==> src/kaf_pkg.sv <==
// ----------------------------------------------------------------------------
// kaf_pkg
// Shared types and constants for the angle/bias Kalman fusion block.
// ----------------------------------------------------------------------------
package kaf_pkg;

   localparam int FracBits = 28;

   localparam logic [1:0] CSR_DT = 2'd0;
   localparam logic [1:0] CSR_R  = 2'd1;
   localparam logic [1:0] CSR_QA = 2'd2;
   localparam logic [1:0] CSR_QG = 2'd3;

   localparam logic [30:0] DT_RESET = 31'd5368709;
   localparam logic [30:0] R_RESET  = 31'd134217728;
   localparam logic [30:0] QA_RESET = 31'd26844;
   localparam logic [30:0] QG_RESET = 31'd80531;
   localparam logic signed [31:0] ONE_Q28 = 32'sd268435456;

   // divider handshake
   typedef struct packed {
      logic        start;
      logic signed [31:0] num;
      logic [32:0] den;
   } div_req_type;

   typedef struct packed {
      logic        done;
      logic signed [31:0] quo;
   } div_rsp_type;

   function automatic logic signed [31:0] sat32(input logic signed [63:0] v);
      if (v > 64'sd2147483647) return 32'sh7fffffff;
      if (v < -64'sd2147483648) return 32'sh80000000;
      return v[31:0];
   endfunction

   // floor((v + 2^27) / 2^28), arithmetic shift does the floor
   function automatic logic signed [63:0] rnd_q28(input logic signed [63:0] v);
      logic signed [63:0] s;
      s = v + 64'sd134217728;
      return s >>> FracBits;
   endfunction

endpackage

==> src/kaf_divider.sv <==
// ----------------------------------------------------------------------------
// kaf_divider
// Restoring divider, one quotient bit per cycle: (num << 28) / den,
// truncated toward zero, saturated to 32 bits. den is positive.
// ----------------------------------------------------------------------------
module kaf_divider import kaf_pkg::*; (
   input  logic        clock,
   input  logic        reset,
   input  div_req_type req,
   output div_rsp_type rsp
);

   logic [59:0] dividend_ff, dividend_in;
   logic [32:0] rem_ff, rem_in;
   logic [32:0] den_ff, den_in;
   logic        neg_ff, neg_in;
   logic [5:0]  cnt_ff, cnt_in;
   logic        busy_ff, busy_in;
   logic        done_ff, done_in;
   logic [59:0] quo_ff, quo_in;
   logic [33:0] trial;
   logic [31:0] mag;
   logic signed [63:0] sq;

   always_comb begin
      dividend_in = dividend_ff;
      rem_in = rem_ff;
      den_in = den_ff;
      neg_in = neg_ff;
      cnt_in = cnt_ff;
      busy_in = busy_ff;
      done_in = 1'b0;
      quo_in = quo_ff;
      mag = req.num[31] ? 32'(-req.num) : req.num;
      // the remainder stays below den, so 33 bits hold it
      trial = {rem_ff, dividend_ff[59]} - {1'b0, den_ff};
      if (req.start) begin
         dividend_in = {mag, 28'd0};
         rem_in = '0;
         den_in = req.den;
         neg_in = req.num[31];
         cnt_in = 6'd60;
         busy_in = 1'b1;
         quo_in = '0;
      end else if (busy_ff) begin
         dividend_in = {dividend_ff[58:0], 1'b0};
         if (!trial[33]) begin
            rem_in = trial[32:0];
            quo_in = {quo_ff[58:0], 1'b1};
         end else begin
            rem_in = {rem_ff[31:0], dividend_ff[59]};
            quo_in = {quo_ff[58:0], 1'b0};
         end
         cnt_in = cnt_ff - 6'd1;
         if (cnt_ff == 6'd1) begin
            busy_in = 1'b0;
            done_in = 1'b1;
         end
      end
   end

   always_ff @(posedge clock) begin
      if (reset) begin
         busy_ff <= 1'b0;
         done_ff <= 1'b0;
         cnt_ff <= '0;
      end else begin
         busy_ff <= busy_in;
         done_ff <= done_in;
         cnt_ff <= cnt_in;
      end
      dividend_ff <= dividend_in;
      rem_ff <= rem_in;
      den_ff <= den_in;
      neg_ff <= neg_in;
      quo_ff <= quo_in;
   end

   assign sq = neg_ff ? -$signed({4'd0, quo_ff}) : $signed({4'd0, quo_ff});
   assign rsp.done = done_ff;
   assign rsp.quo = sat32(sq);

endmodule

==> src/kaf_core.sv <==
// ----------------------------------------------------------------------------
// kaf_core
// Sequencer around one shared 32x32 multiply-round unit and the divider.
// ----------------------------------------------------------------------------
module kaf_core import kaf_pkg::*; (
   input  logic        clock,
   input  logic        reset,
   input  logic        start,
   input  logic signed [31:0] gyro,
   input  logic signed [31:0] meas,
   input  logic [30:0] dt,
   input  logic [30:0] r,
   input  logic [30:0] qa,
   input  logic [30:0] qg,
   output logic        done,
   output logic signed [31:0] angle,
   output logic signed [31:0] bias
);

   typedef enum logic [3:0] {
      S_IDLE, S_PROP, S_INNOV, S_DIV0, S_WAIT0, S_DIV1, S_WAIT1, S_UPD, S_DONE
   } state_type;

   state_type state_ff;
   logic [2:0] step_ff;
   logic signed [31:0] ang_ff, bia_ff, p00_ff, p01_ff, p10_ff, p11_ff;
   logic signed [31:0] rate_ff, pd0_ff, pd1_ff, err_ff, k0_ff, k1_ff;
   logic signed [31:0] y0_ff, y1_ff, meas_ff;
   logic        done_ff;
   logic signed [31:0] ma, mb, acc;
   logic signed [63:0] prod, rnd;
   logic        sub;
   div_req_type dreq;
   div_rsp_type drsp;
   logic signed [33:0] den;

   kaf_divider u_div (.clock(clock), .reset(reset), .req(dreq), .rsp(drsp));

   // shared multiplier operand select
   always_comb begin
      ma = rate_ff; mb = $signed({1'b0, dt}); acc = ang_ff; sub = 1'b0;
      if (state_ff == S_PROP) begin
         case (step_ff)
            3'd0: begin ma = rate_ff; acc = ang_ff; end
            3'd1: begin ma = pd0_ff; acc = p00_ff; end
            3'd2: begin ma = pd1_ff; acc = p01_ff; end
            3'd3: begin ma = pd1_ff; acc = p10_ff; end
            default: begin ma = $signed({1'b0, qg}); acc = p11_ff; end
         endcase
      end else begin
         sub = 1'b1;
         case (step_ff)
            3'd0: begin ma = k0_ff; mb = y0_ff; acc = p00_ff; end
            3'd1: begin ma = k0_ff; mb = y1_ff; acc = p01_ff; end
            3'd2: begin ma = k1_ff; mb = y0_ff; acc = p10_ff; end
            3'd3: begin ma = k1_ff; mb = y1_ff; acc = p11_ff; end
            3'd4: begin ma = k0_ff; mb = err_ff; acc = ang_ff; sub = 1'b0; end
            default: begin ma = k1_ff; mb = err_ff; acc = bia_ff; sub = 1'b0; end
         endcase
      end
   end

   assign prod = ma * mb;
   assign den = 34'($signed({1'b0, r})) + 34'(p00_ff);

   always_comb begin
      rnd = rnd_q28(prod);
      // propagation adds a saturated product
      if (state_ff == S_PROP) rnd = 64'(sat32(rnd));
   end

   always_comb begin
      dreq.start = (state_ff == S_DIV0) || (state_ff == S_DIV1);
      dreq.num = (state_ff == S_DIV0) ? p00_ff : p10_ff;
      dreq.den = (den <= 0) ? 33'd1 : den[32:0];
   end

   always_ff @(posedge clock) begin
      logic signed [31:0] res;
      res = sub ? sat32(64'(acc) - rnd) : sat32(64'(acc) + rnd);
      if (reset) begin
         state_ff <= S_IDLE;
         step_ff <= '0;
         done_ff <= 1'b0;
         ang_ff <= '0; bia_ff <= '0;
         p00_ff <= ONE_Q28; p01_ff <= '0; p10_ff <= '0; p11_ff <= ONE_Q28;
      end else begin
         done_ff <= 1'b0;
         unique case (state_ff)
            S_IDLE: if (start) begin
               rate_ff <= sat32(64'(gyro) - 64'(bia_ff));
               pd0_ff <= sat32(64'($signed({1'b0, qa})) - 64'(p01_ff) - 64'(p10_ff));
               pd1_ff <= sat32(-64'(p11_ff));
               meas_ff <= meas;
               step_ff <= '0;
               state_ff <= S_PROP;
            end
            S_PROP: begin
               case (step_ff)
                  3'd0: ang_ff <= res;
                  3'd1: p00_ff <= res;
                  3'd2: p01_ff <= res;
                  3'd3: p10_ff <= res;
                  default: p11_ff <= res;
               endcase
               step_ff <= step_ff + 3'd1;
               if (step_ff == 3'd4) state_ff <= S_INNOV;
            end
            S_INNOV: begin
               err_ff <= sat32(64'(meas_ff) - 64'(ang_ff));
               state_ff <= S_DIV0;
            end
            S_DIV0: state_ff <= S_WAIT0;
            S_WAIT0: if (drsp.done) begin k0_ff <= drsp.quo; state_ff <= S_DIV1; end
            S_DIV1: state_ff <= S_WAIT1;
            S_WAIT1: if (drsp.done) begin
               k1_ff <= drsp.quo;
               y0_ff <= p00_ff; y1_ff <= p01_ff;
               step_ff <= '0;
               state_ff <= S_UPD;
            end
            S_UPD: begin
               case (step_ff)
                  3'd0: p00_ff <= res;
                  3'd1: p01_ff <= res;
                  3'd2: p10_ff <= res;
                  3'd3: p11_ff <= res;
                  3'd4: ang_ff <= res;
                  default: bia_ff <= res;
               endcase
               step_ff <= step_ff + 3'd1;
               if (step_ff == 3'd5) state_ff <= S_DONE;
            end
            S_DONE: begin done_ff <= 1'b1; state_ff <= S_IDLE; end
            default: state_ff <= S_IDLE;
         endcase
      end
   end

   assign done = done_ff;
   assign angle = ang_ff;
   assign bias = bia_ff;

endmodule

==> src/kalman_angle_fusion.sv <==
// Two-state angle/gyro-bias Kalman filter. Each word takes 5 propagation and
// 6 update steps through a shared 32x32 multiplier, and two gain divisions in
// a bit-serial divider. req_stall stays high from acceptance until the result
// word has been taken.
// ----------------------------------------------------------------------------
// kalman_angle_fusion
// Top level: configuration registers, handshake and result register.
// ----------------------------------------------------------------------------
module kalman_angle_fusion import kaf_pkg::*; (
   input  logic        clock,
   input  logic        reset,
   input  logic        req_valid,
   output logic        req_stall,
   input  logic signed [31:0] req_gyro_rate,
   input  logic signed [31:0] req_accel_angle,
   output logic        rsp_valid,
   input  logic        rsp_stall,
   output logic signed [31:0] rsp_angle_estimate,
   output logic signed [31:0] rsp_bias_estimate,
   input  logic        csr_write,
   input  logic [1:0]  csr_index,
   input  logic [30:0] csr_data
);

   logic [30:0] dt_ff, r_ff, qa_ff, qg_ff;
   logic busy_ff, rsp_valid_ff;
   logic signed [31:0] ang_ff, bia_ff;
   logic done;
   logic signed [31:0] c_ang, c_bia;
   logic accept;

   assign accept = req_valid && !busy_ff;
   assign req_stall = busy_ff;

   kaf_core u_core (
      .clock(clock), .reset(reset), .start(accept),
      .gyro(req_gyro_rate), .meas(req_accel_angle),
      .dt(dt_ff), .r(r_ff), .qa(qa_ff), .qg(qg_ff),
      .done(done), .angle(c_ang), .bias(c_bia)
   );

   always_ff @(posedge clock) begin
      if (reset) begin
         dt_ff <= DT_RESET; r_ff <= R_RESET; qa_ff <= QA_RESET; qg_ff <= QG_RESET;
         busy_ff <= 1'b0;
         rsp_valid_ff <= 1'b0;
      end else begin
         if (csr_write) begin
            unique case (csr_index)
               CSR_DT: dt_ff <= csr_data;
               CSR_R:  r_ff <= csr_data;
               CSR_QA: qa_ff <= csr_data;
               default: qg_ff <= csr_data;
            endcase
         end
         if (accept) busy_ff <= 1'b1;
         if (done) begin
            rsp_valid_ff <= 1'b1;
            ang_ff <= c_ang;
            bia_ff <= c_bia;
         end else if (rsp_valid_ff && !rsp_stall) begin
            rsp_valid_ff <= 1'b0;
            busy_ff <= 1'b0;
         end
      end
   end

   assign rsp_valid = rsp_valid_ff;
   assign rsp_angle_estimate = ang_ff;
   assign rsp_bias_estimate = bia_ff;

endmodule

==> config.mk <==
export PLATFORM = sky130hd
export DESIGN_NAME = kalman_angle_fusion
export DESIGN_NICKNAME = d
export VERILOG_FILES = /design/src/kaf_pkg.sv /design/src/kaf_divider.sv /design/src/kaf_core.sv /design/src/kalman_angle_fusion.sv
export SDC_FILE = /design/constraint.sdc
export NUM_CORES = 2
export LEC_CHECK = 0
export ABC_AREA = 1
export BUFFER_PORTS_ARGS = -buffer_cell sky130_fd_sc_hd__buf_2
export CAP_MARGIN = 20
export CORE_MARGIN = 2
export CORE_UTILIZATION = 51
export DETAILED_ROUTE_END_ITERATION = 8
export PLACE_DENSITY = 0.66
export SLEW_MARGIN = 20
export SYNTH_ARGS = -nofsm -noshare
export SYNTH_HDL_FRONTEND = slang
export SYNTH_SLANG_ARGS = --single-unit
export TNS_END_PERCENT = 100
==> constraint.sdc <==
create_clock -name clock -period 19 [get_ports clock]
set_input_delay 0 -clock clock [delete_from_list [all_inputs] [get_ports clock]]
set_output_delay 0 -clock clock [all_outputs]
set_load 0.02 [all_outputs]
==> impl_metrics.yaml <==
outcome:
  status: "finished, final reports clean"
critical_path:
  slowest_delay_ns: 0.88
  slowest_stage: "fa_1"
  cp_common_cell: "nand2_1"
  crit_arrival_ns: 17.03
  worstSetupPathType: "flip-flop to flip-flop"
  cp.required_ns: 19.64
  worst_setup_path_end_kind: "flip-flop"
  crit_fanout: 46
  startpoint_type: "flip-flop"
placed_design:
  place_hpwl_um: 294000
  io_buffers: 167
  dpl_cell_area_um2: 91000
  gp_congestion: 1.07
timing:
  setup_tns_ns: 0
  setup_viol: 0
  drv_slew: 0
  fin_crit_sh_pct: 86.3
  worst_slew_pin_slew_ns: 1.25
  finalClockSkew_ns: 0.0873
  rsz0062_at_grt: "no"
  max_freq_mhz: 61.0
  hold_violations: 0
  timing.slew.headroom_pct: 16.7
  min_period_ns: 16.39
yosys:
  yosysUniqueCellTypes: 74
  yosysWarnings: 0
  synth_top_area_share_pct: 25.5
  synth_commonest_cells: "nand2_1, inv_1, nor2_1"
  synthAdderAreaFrac_pct: 31.6
  yosysSeqAreaShare_pct: 24.1
  synthesis.area_um2: 87700
  synth_top_family_by_area: "adder cells"
  synth-seq-cells: 845
  synth-compound-area-share_pct: 12.5
  synth_edf_count: 418
  yosysTopAreaCell: "fa_1"
  synthCells: 10900
  yosys.area_share.xor_xnor_pct: 3.65
  synth.most_common_cell: "nand2_1"
  synthSimpleGateAreaFrac_pct: 17.3
  synth_nets: 12500
  synthMuxAreaShare_pct: 0
  async_flop_share_pct: 0
  ys_top_cells_by_area: "fa_1, edfxtp_1, dfxtp_1"
  syn_avg_cell_area_um2: 8.05
  synth_top_flop_cell: "dfxtp_1"
worst_hold_path:
  hold_path_class: "input port to flip-flop"
die:
  die_x_um: 419
  core_area_um2: 171000
  io_pins: 168
  start_util_pct: 51.2
  dieArea_um2: 175000
  die_y_um: 419
  rows: 152
cts:
  cts.clk_slew.worst_paths_ns: 0.07
  postCtsSetupBuffers: 0
  cts_sinks: 845
  cts_tree: "done"
  cts-resized-gates: 0
  ctsRootBufferMaster: "clkbuf_16"
  ctsLongestPathBuffers: 3
  ctsHoldBuffers: 118
  worstSkewPairLatency_ns: 0.76
  cts_buffers: 97
  htreeDepth: 3
routing:
  vias: 79300
  avgRoutedWirePerCell_um: 27.7
  first_iter_violations: 9583
  totalWireLength_um: 371000
  vias_per_cell: 5.94
  drt_first_pass_iters: 9
  drc_errors: 0
  drtAntennaViolNets: 0
final_layout:
  largest_register_ffs: 60
  fin_area_um2: 95600
  finish.utilization_pct: 55.8
  top_regs: "u_core.u_div.quo_ff x60, u_core.u_div.den_ff x33, u_core.u_div.rem_ff x33"
  layout-drive-gt1-share_pct: 6.17
  nets: 12700
  largest_register: "u_core.u_div.quo_ff"
  fillCellCount: 15900
  syn2layout_area_growth_pct: 9.00
grt:
  antenna_found_initial: 38
  grt_max_degree: 112
  grt_overflow: 0
  grt_usage_pct: 42.3
  grt_pass1_wl_um: 536000
  grt_pass1_vias: 78300
flow_run:
  drv_cap: 0
-- critical path, delay by kind of cell (launching register included) --
kind | cells | cell delay, ns
fa+ha+maj | 10 | 5.34
simple gates | 26 | 4.26
buf+inv | 15 | 3.59
compound gates | 8 | 1.91
flops | 1 | 0.67
xor+xnor | 1 | 0.38
-- routing by layer --
layer / routed length [µm] / global-route usage (%) / vias to the layer above
li1: - / - / 34600
met1: 141000 / 54.1 / 38900
met2: 160000 / 63.6 / 4660
met3: 37500 / 9.54 / 1156
met4: 32200 / 29.7 / 22
met5: 149 / 0.0278 / -
-- worst paths after layout --
check | cells past startpoint | startpoint | to | slack, ns
max reg2reg | 60 | u_core.step_ff[2]$_SDFFE_PP0P_ | u_core.bias[1]$_SDFFE_PP0P_ | 2.61
max | 60 | u_core.step_ff[2]$_SDFFE_PP0P_ | u_core.bias[1]$_SDFFE_PP0P_ | 2.61
min | 2 | req_accel_angle[23] | u_core.meas_ff[23]$_DFFE_PP_ | 0.02
min reg2reg | 0 | u_core.p01_ff[3]$_SDFFE_PP0P_ | u_core.y1_ff[3]$_DFFE_PP_ | 0.45
-- final cells by class --
class / instances / area (µm²) / share of cell area [%]
timing repair buffer: 476 / 3490 / 3.65
antenna: 29 / 72.6 / 0.0759
clock inverter: 39 / 440 / 0.461
clock buffer: 144 / 2880 / 3.02
multi-input combinational: 7572 / 57200 / 59.9
inverter: 2016 / 7580 / 7.93
tap: 2233 / 2790 / 2.92
sequential: 845 / 21100 / 22.1
-- stage by stage --
stage / std cells / hold WS [ns] / setup slack [ns]
after global placement: 13000 / 0.178 / 2.95
after CTS: 13300 / 0.00360 / 2.86
final: 13400 / 0.0179 / 2.61
after floorplan: 10900 / 0.0989 / 5.36
after global routing: 13300 / 0.00935 / 1.70
after detailed placement: 13000 / 0.178 / 2.95
-- kinds of logic after synthesis --
| kind of cell | after synthesis |
|---|---|
| flip-flops | 845 |
| other | 1 |
| buffers and inverters | 2483 |
| XOR/XNOR | 365 |
| adder cells (fa/ha/maj) | 1544 |
| AND/OR/NAND/NOR | 3758 |
| AO/OA/AOI/OAI | 1904 |
-- placed cells by master (no fill, tap or decap), types with 34 or more instances in the layout --
master	synthesis	routed
buf_2	61	168
dlygate4sd3_1	0	118
buf_4	11	187
xnor2_1	92	92
nand3_1	252	252
nand2_1	2028	2026
fa_1	1119	1119
a221oi_1	59	59
dfxtp_1	427	427
nor4_1	41	38
nor3_1	82	75
o21a_1	48	47
nor2_1	1192	1185
nand4_1	69	69
inv_1	1974	1970
o22ai_1	160	159
clkbuf_16	0	103
xor2_1	272	272
o21ai_0	639	638
a21oi_1	670	668
nand2_2	36	38
ha_1	425	425
a31oi_1	35	34
o211ai_1	34	34
edfxtp_1	418	418
Power is not shown: default switching activity piles up to over one toggle a cycle in this logic, so the estimate is an artifact.
